<file path="src/rtl/usc_pkg.sv">
package usc_pkg;

  // Event codes carried on in_operation
  typedef enum logic [2:0] {
    OP_BUTTON      = 3'd0,
    OP_OUT_ON      = 3'd1,
    OP_OUT_OFF     = 3'd2,
    OP_CHG_ON      = 3'd3,
    OP_CHG_OFF     = 3'd4,
    OP_ALERT       = 3'd5,
    OP_READ_TOTALS = 3'd6,
    OP_READ_ALERT  = 3'd7
  } usc_op_t;

  // Default number of alert counter slots
  localparam int USC_ALERT_SLOTS = 32;

  // floor(x / 60) for any 32-bit x is (x * ceil(2^37 / 60)) >> 37
  localparam logic [31:0] USC_DIV60_MAGIC = 32'h8888_8889;
  localparam int          USC_DIV60_SHIFT = 37;

  // Divide a 32-bit seconds value by sixty with a reciprocal multiply
  function automatic logic [31:0] usc_div60(input logic [31:0] x);
    logic [63:0] prod;
    prod = {32'd0, x} * {32'd0, USC_DIV60_MAGIC};
    return 32'(prod >> USC_DIV60_SHIFT);
  endfunction

  // Index of the highest set bit; zero when no bit is set
  function automatic logic [4:0] usc_top_bit(input logic [31:0] x);
    logic [4:0] hi;
    hi = '0;
    for (int i = 0; i < 32; i++) begin
      if (x[i]) begin
        hi = 5'(i);
      end
    end
    return hi;
  endfunction

endpackage

</file>
<file path="src/rtl/usage_statistics_counters.sv">
// Usage statistics counters. Each accepted event updates the button count, the output and
// charging on-time totals (in minutes) and the per-slot alert counters, and produces one
// result with the running totals, the system minutes and, for a read alert event, the
// count of the requested slot. The block takes one event every clock cycle while in_stall
// is low; an event passes through the input register, the interval stage and the result
// register, and out_stall holds the stages in place while a result waits. The alert counters
// are a small register array with one read and one write port; they read as zero after
// reset, with no clearing pass. cfg_wr_data loads the base minutes and is to be written
// while no event is in flight.
module usage_statistics_counters
  import usc_pkg::*;
#(
  parameter int ALERT_SLOTS = USC_ALERT_SLOTS
) (
  input  logic        clk,
  input  logic        rst_n,
  // configuration
  input  logic        cfg_wr_en,
  input  logic [31:0] cfg_wr_data,
  // event channel
  input  logic        in_valid,
  output logic        in_stall,
  input  logic [2:0]  in_operation,
  input  logic [31:0] in_now_seconds,
  input  logic [31:0] in_alert_mask,
  input  logic [4:0]  in_alert_slot,
  // result channel
  output logic        out_valid,
  input  logic        out_stall,
  output logic [31:0] out_button_presses,
  output logic [31:0] out_output_minutes,
  output logic [31:0] out_charge_minutes,
  output logic [31:0] out_system_minutes,
  output logic [31:0] out_alert_count
);

  localparam int         SLOT_W     = (ALERT_SLOTS > 1) ? $clog2(ALERT_SLOTS) : 1;
  localparam logic [5:0] SLOT_LIMIT = 6'(ALERT_SLOTS);

  // Interval bookkeeping for one on-time accumulator
  typedef struct packed {
    logic        add_en;  // an open interval contributes to the total
    logic        commit;  // fold the interval into the stored total
    logic        borrow;  // clock went backwards
    logic [31:0] diff;    // elapsed seconds
  } span_t;

  function automatic span_t open_span(input logic turn_on, input logic turn_off,
                                      input logic act, input logic [31:0] start,
                                      input logic [31:0] now);
    logic [31:0] s;
    span_t       sp;
    s         = (turn_on && !act) ? now : start;
    sp.add_en = turn_on | act;
    sp.commit = turn_off;
    sp.borrow = now < s;
    sp.diff   = now - s;
    return sp;
  endfunction

  function automatic logic [31:0] at_least_one(input logic [31:0] q);
    return (q == 32'd0) ? 32'd1 : q;
  endfunction

  function automatic logic [31:0] span_minutes(input span_t sp);
    logic [31:0] m;
    m = sp.borrow ? 32'd1 : at_least_one(usc_div60(sp.diff));
    return sp.add_en ? m : 32'd0;
  endfunction

  // Configuration and accumulated state
  logic [31:0]            base_r;
  logic [31:0]            press_r;
  logic [31:0]            out_total_r;
  logic [31:0]            out_start_r;
  logic                   out_act_r;
  logic [31:0]            chg_total_r;
  logic [31:0]            chg_start_r;
  logic                   chg_act_r;
  logic [31:0]            alert_mem [ALERT_SLOTS];
  logic [ALERT_SLOTS-1:0] alert_vld_r;

  // Input register
  logic        a_valid_r;
  usc_op_t     a_op_r;
  logic [31:0] a_now_r;
  logic [31:0] a_mask_r;
  logic [4:0]  a_slot_r;

  // Interval stage
  logic              b_valid_r;
  usc_op_t           b_op_r;
  logic [31:0]       b_now_r;
  span_t             b_out_span_r;
  span_t             b_chg_span_r;
  logic              b_wr_en_r;
  logic              b_rd_en_r;
  logic [SLOT_W-1:0] b_addr_r;
  logic [31:0]       b_cnt_r;

  // Result register
  logic        c_valid_r;
  logic [31:0] c_button_r;
  logic [31:0] c_output_r;
  logic [31:0] c_charge_r;
  logic [31:0] c_system_r;
  logic [31:0] c_alert_r;

  // Pipeline flow control
  logic c_free;
  logic b_free;
  logic a_free;
  logic b_adv;
  logic a_adv;
  logic in_xfer;

  assign c_free   = !c_valid_r || !out_stall;
  assign b_adv    = b_valid_r && c_free;
  assign b_free   = !b_valid_r || c_free;
  assign a_adv    = a_valid_r && b_free;
  assign a_free   = !a_valid_r || b_free;
  assign in_stall = !a_free;
  assign in_xfer  = in_valid && a_free;

  // Interval stage inputs
  span_t             a_out_span;
  span_t             a_chg_span;
  logic [4:0]        a_hi;
  logic [4:0]        a_raddr5;
  logic              a_in_range;
  logic              a_wr_en;
  logic              a_rd_en;
  logic [SLOT_W-1:0] a_addr;
  logic              a_fwd;

  assign a_out_span = open_span(a_op_r == OP_OUT_ON, a_op_r == OP_OUT_OFF, out_act_r,
                                out_start_r, a_now_r);
  assign a_chg_span = open_span(a_op_r == OP_CHG_ON, a_op_r == OP_CHG_OFF, chg_act_r,
                                chg_start_r, a_now_r);
  assign a_hi       = usc_top_bit(a_mask_r);
  assign a_raddr5   = (a_op_r == OP_ALERT) ? a_hi : a_slot_r;
  assign a_in_range = {1'b0, a_raddr5} < SLOT_LIMIT;
  assign a_wr_en    = (a_op_r == OP_ALERT) && (a_mask_r != 32'd0) && a_in_range;
  assign a_rd_en    = (a_op_r == OP_READ_ALERT) && a_in_range;
  assign a_addr     = a_raddr5[SLOT_W-1:0];
  // The slot being incremented in the interval stage is written at the same edge
  assign a_fwd      = b_valid_r && b_wr_en_r && (b_addr_r == a_addr);

  // Result stage arithmetic
  logic [31:0] b_out_sum;
  logic [31:0] b_chg_sum;
  logic [31:0] b_sys;
  logic [31:0] press_nxt;

  assign b_out_sum = out_total_r + span_minutes(b_out_span_r);
  assign b_chg_sum = chg_total_r + span_minutes(b_chg_span_r);
  assign b_sys     = base_r + at_least_one(usc_div60(b_now_r));
  assign press_nxt = press_r + ((b_op_r == OP_BUTTON) ? 32'd1 : 32'd0);

  // Hold the base minutes
  always_ff @(posedge clk) begin
    if (!rst_n) begin
      base_r <= '0;
    end else if (cfg_wr_en) begin
      base_r <= cfg_wr_data;
    end
  end

  // Capture an event transfer
  always_ff @(posedge clk) begin
    if (!rst_n) begin
      a_valid_r <= 1'b0;
    end else if (a_free) begin
      a_valid_r <= in_valid;
    end
  end

  always_ff @(posedge clk) begin
    if (in_xfer) begin
      a_op_r   <= usc_op_t'(in_operation);
      a_now_r  <= in_now_seconds;
      a_mask_r <= in_alert_mask;
      a_slot_r <= in_alert_slot;
    end
  end

  // Track active flags and start stamps as events advance
  always_ff @(posedge clk) begin
    if (!rst_n) begin
      out_act_r   <= 1'b0;
      out_start_r <= '0;
      chg_act_r   <= 1'b0;
      chg_start_r <= '0;
    end else if (a_adv) begin
      case (a_op_r)
        OP_OUT_ON: begin
          if (!out_act_r) begin
            out_act_r   <= 1'b1;
            out_start_r <= a_now_r;
          end
        end
        OP_OUT_OFF: begin
          out_act_r <= 1'b0;
        end
        OP_CHG_ON: begin
          if (!chg_act_r) begin
            chg_act_r   <= 1'b1;
            chg_start_r <= a_now_r;
          end
        end
        OP_CHG_OFF: begin
          chg_act_r <= 1'b0;
        end
        default: begin
        end
      endcase
    end
  end

  // Advance into the interval stage and read the alert slot
  always_ff @(posedge clk) begin
    if (!rst_n) begin
      b_valid_r <= 1'b0;
    end else if (b_free) begin
      b_valid_r <= a_valid_r;
    end
  end

  always_ff @(posedge clk) begin
    if (a_adv) begin
      b_op_r       <= a_op_r;
      b_now_r      <= a_now_r;
      b_out_span_r <= a_out_span;
      b_chg_span_r <= a_chg_span;
      b_wr_en_r    <= a_wr_en;
      b_rd_en_r    <= a_rd_en;
      b_addr_r     <= a_addr;
      if (a_fwd) begin
        b_cnt_r <= b_cnt_r + 32'd1;
      end else if (alert_vld_r[a_addr]) begin
        b_cnt_r <= alert_mem[a_addr];
      end else begin
        b_cnt_r <= '0;
      end
    end
  end

  // Write back the incremented alert slot
  always_ff @(posedge clk) begin
    if (b_adv && b_wr_en_r) begin
      alert_mem[b_addr_r] <= b_cnt_r + 32'd1;
    end
  end

  always_ff @(posedge clk) begin
    if (!rst_n) begin
      alert_vld_r <= '0;
    end else if (b_adv && b_wr_en_r) begin
      alert_vld_r[b_addr_r] <= 1'b1;
    end
  end

  // Fold closed intervals and button presses into the totals
  always_ff @(posedge clk) begin
    if (!rst_n) begin
      press_r     <= '0;
      out_total_r <= '0;
      chg_total_r <= '0;
    end else if (b_adv) begin
      press_r <= press_nxt;
      if (b_out_span_r.commit) begin
        out_total_r <= b_out_sum;
      end
      if (b_chg_span_r.commit) begin
        chg_total_r <= b_chg_sum;
      end
    end
  end

  // Result register
  always_ff @(posedge clk) begin
    if (!rst_n) begin
      c_valid_r <= 1'b0;
    end else if (c_free) begin
      c_valid_r <= b_valid_r;
    end
  end

  always_ff @(posedge clk) begin
    if (b_adv) begin
      c_button_r <= press_nxt;
      c_output_r <= b_out_sum;
      c_charge_r <= b_chg_sum;
      c_system_r <= b_sys;
      c_alert_r  <= b_rd_en_r ? b_cnt_r : 32'd0;
    end
  end

  assign out_valid          = c_valid_r;
  assign out_button_presses = c_button_r;
  assign out_output_minutes = c_output_r;
  assign out_charge_minutes = c_charge_r;
  assign out_system_minutes = c_system_r;
  assign out_alert_count    = c_alert_r;

`ifndef SYNTHESIS
  // An off event always leaves its accumulator inactive
  assert property (@(posedge clk) disable iff (!rst_n)
    a_adv && (a_op_r == OP_OUT_OFF) |=> !out_act_r)
    else $error("output accumulator still active after off event");

  assert property (@(posedge clk) disable iff (!rst_n)
    a_adv && (a_op_r == OP_CHG_OFF) |=> !chg_act_r)
    else $error("charge accumulator still active after off event");

  // A button event raises the press count by exactly one
  assert property (@(posedge clk) disable iff (!rst_n)
    b_adv && (b_op_r == OP_BUTTON) |=> press_r == $past(press_r) + 32'd1)
    else $error("press count did not advance by one");

  // Only an in-range read alert event reports a slot count
  assert property (@(posedge clk) disable iff (!rst_n)
    b_adv && !b_rd_en_r |=> out_alert_count == 32'd0)
    else $error("alert count reported without a slot read");
`endif

endmodule

</file>
<file path="config.mk">
export PLATFORM = sky130hd
export DESIGN_NAME = usage_statistics_counters
export DESIGN_NICKNAME = d
export VERILOG_FILES = /design/src/rtl/usc_pkg.sv /design/src/rtl/usage_statistics_counters.sv
export SDC_FILE = /design/constraint.sdc
export NUM_CORES = 2
export LEC_CHECK = 0
export ABC_AREA = 1
export BUFFER_PORTS_ARGS = -buffer_cell sky130_fd_sc_hd__buf_2
export CAP_MARGIN = 25
export CORE_MARGIN = 5
export CORE_UTILIZATION = 30
export DETAILED_ROUTE_END_ITERATION = 7
export GPL_TIMING_DRIVEN = 0
export PLACE_DENSITY = 0.43
export RECOVER_POWER = 100
export SETUP_SLACK_MARGIN = 0.4
export SLEW_MARGIN = 20
export SYNTH_ARGS = -nofsm -noshare
export SYNTH_HDL_FRONTEND = slang
export SYNTH_SLANG_ARGS = --single-unit
</file>
<file path="constraint.sdc">
create_clock -name clk -period 13.2 [get_ports clk]
set_clock_uncertainty 0.2 [all_clocks]
set_input_delay 2.64 -clock clk [delete_from_list [all_inputs] [get_ports clk]]
set_output_delay 2.64 -clock clk [all_outputs]
set_load 0.1 [all_outputs]
</file>
# Word level (Yosys, flattened, before mapping)
# Memory sizes are Yosys's and may differ from the RTL's.
# Index checks and enable logic that the tools add are counted.
# classes
n_eq_ne,7
n_mul,3
bitwise,5
order_cmp,5
mux,52
n_addsub,7
n_reduce_logical,33
# op_table
op,n
"multiplier 32 x 32 -> 64 bit, second input constant",3
two-way mux 27 bit,7
two-way mux 5 bit,30
two-way mux 32 bit,4
adder 32 x 27 -> 32 bit,3
zero test 32 bit,3
< comparator 32 bit,2
subtractor 32 bit,2
adder 32 x 1 -> 32 bit,1
"adder 32 x 1 -> 32 bit, second input constant",1
bitwise OR 32 bit,1
nonzero test 32 bit,1
"< comparator 5 x 6 -> 1 bit, second input constant",2
logical AND 1 bit,10
"== test 3 bit, second input constant",3
AND reduction 2 bit,4
zero test 1 bit,7
"== test 3 x 2 -> 1 bit, second input constant",2
two-way mux 1 bit,6
AND reduction 3 bit,2
binary-select mux 1 bit (select 5 bit),1
demux 1 bit (select 5 bit),1
== test 5 bit,1
"greater-or-equal comparator 5 x 1 -> 1 bit, second input constant",1
other kinds (8),14
# word_totals
out_inout_bits,162
word_cells,148
memories,1
ramBits,1024
regBits,605
# memory_table
memory,depth,word_bits,read_ports,rd_ports_with_merged_regs,wr,line_no,text
alert_mem,32,32,1,0,1,usage_statistics_counters.sv:80,logic [31:0] alert_mem [ALERT_SLOTS];

# Longest topological paths before layout
# depth
depth_word,36
mapped_depth,61

# Worst setup path before layout
# Ideal clock, no wire load.
# synth_path
path_kind,register to register
start,reg b_now_r[1]
end,"reg c_system_r[30], in the netlist out_system_minutes[30], data pin"
synth_period_minus_slack_ns,9.143
required_time_ns,12.742
setup_slack_ns,4.057
path_buffers,0
stages_incl_launch_ff,51
arrival_ns,8.685
setup_time_ns,0.258
cell_sequence,edfxtp_1 ha_1 fa_1 fa_1 fa_1 inv_1 fa_1 fa_1 fa_1 inv_1 ha_1 a21oi_1 inv_1 nor2_1 o221a_2 nand2_1 nand2_1 nand2_1 [... 15 more ...] a21oi_1 o21bai_1 a21oi_1 inv_1 a21oi_1 o21ai_2 a21oi_1 o31ai_2 a21oi_1 o21ai_1 nand3_1 nand2_1 nand3_1 nand2_1 nand3_1 nand2_1 nand3_1 xnor2_1
# synth_via
elab_chain_len,4
# synth_rtl
element,line_no,text
"start, declared",usage_statistics_counters.sv:93,logic [31:0] b_now_r;
"start signal, assigned",usage_statistics_counters.sv:232,b_now_r <= a_now_r;
multiplier 32 x 32 -> 64 bit (*),usc_pkg.sv:25,"prod = {32'd0, x} * {32'd0, USC_DIV60_MAGIC};"
zero test 32 bit,usage_statistics_counters.sv:62,return (q == 32'd0) ? 32'd1 : q;
two-way mux 27 bit (*),usage_statistics_counters.sv:62,
adder 32 x 27 -> 32 bit (*),usage_statistics_counters.sv:157,assign b_sys = base_r + at_least_one(usc_div60(b_now_r));
via b_sys[30],usage_statistics_counters.sv:152,logic [31:0] b_sys;
"end signal, assigned",usage_statistics_counters.sv:294,c_system_r <= b_sys;
"end, declared",usage_statistics_counters.sv:106,logic [31:0] c_system_r;
# Mark *: on every way through the listed nets, which the timed path passes. The rest lies on a longest branch.
# A chain may end at the register's enable or synchronous reset.

# Worst setup path in the final report
# layout_path
start,reg b_now_r[22]
end,"reg c_system_r[30], in the netlist out_system_minutes[30], data pin"
# Same word-level chain as after synthesis.

==> flow_summary.yaml <==
worst_setup_path:
  critical-path-top-cell-by-count: "sky130_fd_sc_hd__nand2_1"
  critical_path.slowest_cell: "sky130_fd_sc_hd__edfxtp_1"
  crit_path_max_fanout: 7
  crit_type: "reg -> reg"
  worstSetupEndpointType: "flop"
  crit_start: "b_now_r[22]"
  type_of_element_launching_the_critical_path: "flop"
  worst_ep_required_time_ns: 13.61
  critical_path_arrival_ns: 12.01
  worst_r2r_path_depth: 51
  reg2reg_from: "b_now_r[22]"
  critPathMaxStageDelay_ns: 0.73
  r2r_setup_slack_ns: 1.59
  capture_instance_of_the_worst_register_to_register_path: "out_system_minutes[30]"
timing:
  hold_violations: 0
  setup_viol: 0
  rsz0062_at_grt: "no"
  tightestPinTransition_ns: 4.25
  timing.max_slew.rel_slack_pct: -184
  fin_crit_sh_pct: 87.9
  report.final.slew_viol_count: 990
  final.setup.tns_ns: 0
  period_minus_slack_ns: 11.61
  maxClockFrequency_mhz: 86.2
yosys:
  synthesis.yosys.warnings: 0
  synth_seq_area_share_pct: 45.7
  synth_async_sr_flop_share_pct: 0
  synth_flop_cell: "sky130_fd_sc_hd__edfxtp_1"
  postSynthCellCount: 10200
  synth-seq-cells: 1629
  synth.cell_area_sq_um: 102000
  synth_enable_flop_cells: 1400
  synth_cell_types: 61
  synth_area_per_cell_sq_um: 10.0
  post_synth_net_total: 11800
detailed_routing:
  drt-initial-drc-count: 5796
  firstDrtPassIters: 6
  dr_total_vias: 76000
  residual_drc_count: 0
  wl_per_cell_um: 23.6
  avgViaCountPerCell: 4.91
  postRouteAntennaNets: 0
  route.final.wire_length_um: 365000
grt:
  grt_pass1_vias: 77200
  grt_pass1_wl_um: 527000
  globalRoute.totalOverflow: 0
  globalRouteTotalUtil_pct: 20.3
  grt_max_degree: 82
  antenna_violations_before_repair: 23
die:
  dieArea_sq_um: 352000
  coreArea_sq_um: 340000
  core.rowCount: 214
  die-width_um: 593
  ioPinCount: 271
  floorplan.initialDensity_pct: 30.1
  chipHeight_um: 593
final_layout:
  area_delta_synth_final_pct: 13.3
  drive_above_1_share_pct: 4.88
  filler_cell_count: 35000
  layout_top_registers: "alert_mem (1024), b_chg_span_r (35), b_out_span_r (35)"
  number_of_flip_flops_under_the_largest_register_name: 1024
  instances_no_fill: 15500
  finalNetCount: 12400
  registers.top_by_ff_count: "alert_mem"
clock_tree:
  cts_hold_bufs: 0
  clock-root-buffer: "sky130_fd_sc_hd__clkbuf_16"
  cts_repair_resized_insts: 0
  insertion_delay_ns: 0.92
  postCtsSetupBuffers: 0
  tritoncts_num_sinks: 1629
  cts_made_buffers: 194
  cts.path.max_buffers: 4
  cts_tree: "built"
  path_clk_slew_ns: 0.06
  htree_levels: 4
place:
  place.port_buffers: 270
  hpwl_um: 286000
  gp_routability_congestion: 0.896
  place.detailed.instances: 15100
min_path:
  hold_path.startpoint: "out_total_r[0]"
  min-delay-path-class: "reg -> reg"
  holdPathEnd: "out_total_r[0]"
  worst_hold_path.num_cells: 2
job:
  drv.max_cap_violation_count: 54
power_and_ir_drop:
  power.ir.vdd_worst_uv: 348
  p_leak_nw: 49.6
  p_per_area_nw_per_um2: 244
run_status:
  violations: "capacitance limit, slew limit"
  outcome: "finished, violations left"
[worst max path at each step]
| stage | endpoint | slack (ns) | depth (start not counted) |
|---|---|---|---|
| after floorplan | out_system_minutes[30] | 4.06 | 50 |
| after global placement | out_alert_count[4] | -0.68 | 6 |
| after detailed placement | out_system_minutes[30] | 2.12 | 51 |
| after CTS | out_system_minutes[30] | 2.05 | 49 |
| after global routing | out_system_minutes[30] | 0.79 | 53 |
| final | out_system_minutes[30] | 1.59 | 51 |
[power breakdown]
group | switching (mW) | internal [mW] | leakage (nW)
clock | 2.31 | 3.07 | 3.04
combinational | 11.2 | 5.57 | 31.9
sequential | 0.160 | 5.94 | 14.7
total | 13.7 | 14.6 | 49.6
[layer usage]
layer	vias to the layer above	wire [um]	GRT usage (%)
li1	35800	-	-
met1	37600	154000	26.3
met2	2119	177000	35.3
met3	549	19100	2.35
met4	2	14700	6.50
met5	-	13	0
[area by class of cell]
class | instances | area (sq um) | share of cell area [%]
tap | 4536 | 5680 | 4.91
clock inverter | 107 | 1030 | 0.890
inverter | 1635 | 6140 | 5.31
timing repair buffer | 400 | 1690 | 1.46
multi-input combinational | 6555 | 47500 | 41.0
clock buffer | 248 | 5190 | 4.49
buffer | 370 | 1810 | 1.57
sequential | 1629 | 46600 | 40.3
antenna | 6 | 15.0 | 0.0130
[layout by cell type, fill, tap and decap left out, types with 8 or more instances in the layout]
master / count
sky130_fd_sc_hd__inv_1: 1625
sky130_fd_sc_hd__a31oi_1: 61
sky130_fd_sc_hd__fa_1: 481
sky130_fd_sc_hd__o211ai_1: 17
sky130_fd_sc_hd__xnor2_1: 89
sky130_fd_sc_hd__buf_2: 162
sky130_fd_sc_hd__buf_4: 24
sky130_fd_sc_hd__or2_2: 9
sky130_fd_sc_hd__nand3b_1: 22
sky130_fd_sc_hd__edfxtp_1: 1400
sky130_fd_sc_hd__a211oi_1: 80
sky130_fd_sc_hd__nand2_1: 1314
sky130_fd_sc_hd__nand3_1: 1579
sky130_fd_sc_hd__o21ai_0: 314
sky130_fd_sc_hd__buf_1: 41
sky130_fd_sc_hd__bufinv_16: 14
sky130_fd_sc_hd__clkbuf_1: 542
sky130_fd_sc_hd__o21a_1: 32
sky130_fd_sc_hd__o21bai_1: 11
sky130_fd_sc_hd__buf_6: 32
sky130_fd_sc_hd__clkbuf_16: 197
sky130_fd_sc_hd__dfxtp_1: 229
sky130_fd_sc_hd__a21o_1: 13
sky130_fd_sc_hd__nor2_1: 567
sky130_fd_sc_hd__clkinv_1: 37
sky130_fd_sc_hd__nor4_1: 19
sky130_fd_sc_hd__nand4_1: 45
sky130_fd_sc_hd__nor3_1: 94
sky130_fd_sc_hd__clkbuf_2: 8
sky130_fd_sc_hd__o31ai_1: 13
sky130_fd_sc_hd__ha_1: 1043
sky130_fd_sc_hd__a21oi_1: 481
sky130_fd_sc_hd__xor2_1: 203
sky130_fd_sc_hd__clkinv_2: 35
sky130_fd_sc_hd__o221ai_1: 13
[cells in the mapped netlist, drive strengths merged, types with 2 or more instances]
master,n,area [sq um]
ha,1043,13100
a41oi,2,17.5
nand3b,22,165
xor2,203,1780
buf,171,1060
a22oi,2,15.0
o31ai,14,110
or2,9,56.3
nand3,1580,7910
o221ai,13,114
o21a,32,240
o311ai,2,17.5
nor2,568,2140
clkinv,4,15.0
nor4,19,119
and3,2,12.5
a31oi,61,382
clkbuf,199,747
nand4,45,282
a211oi,80,601
o21bai,11,86.3
inv,1631,6120
nor3b,5,37.5
xnor2,90,788
nand2,1317,4970
o21ai,322,1630
and2,3,18.8
edfxtp,1400,42000
a211o,3,26.3
a21o,13,97.6
o211ai,17,128
o41ai,3,41.3
fa,481,9630
nor3,94,500
dfxtp,229,4580
a21boi,6,45.0
o2111ai,4,35.0
o221a,2,22.5
a21oi,481,2420
[cells by family after synthesis]
kind of cell               share of synthesized area, %
buffers and inverters                              7.78
adders and majority gates                          22.2
xor gates and xnor gates                           2.51
and+or+nand+nor                                    15.9
DFF                                                45.7
AOI/OAI and AO/OA                                  5.93
[critical path, delay by kind of cell (launching register included)]
kind            cells  cell delay, ns
compound gates     16            3.88
fa+ha+maj           9            3.50
simple gates       18            2.34
flops               1            0.73
buf+inv             6            0.36
xor+xnor            2            0.35
[metrics by stage]
| stage | worst slack [ns] | power (mW) | hold slack (ns) | area (sq um) | util (%) |
|---|---|---|---|---|---|
| after global placement | -0.684 | 23.1 | 0.241 | 109000 | 32.1 |
| after detailed placement | 2.12 | 23.1 | 0.256 | 113000 | 33.2 |
| after global routing | 0.786 | 30.7 | 0.288 | 116000 | 34.1 |
| final | 1.59 | 28.2 | 0.272 | 116000 | 34.1 |
| after CTS | 2.05 | 28.7 | 0.271 | 119000 | 35.0 |
| after floorplan | 4.06 | 17.6 | 0.226 | 102000 | - |
Note: power is estimated with default switching activity, not from simulation.
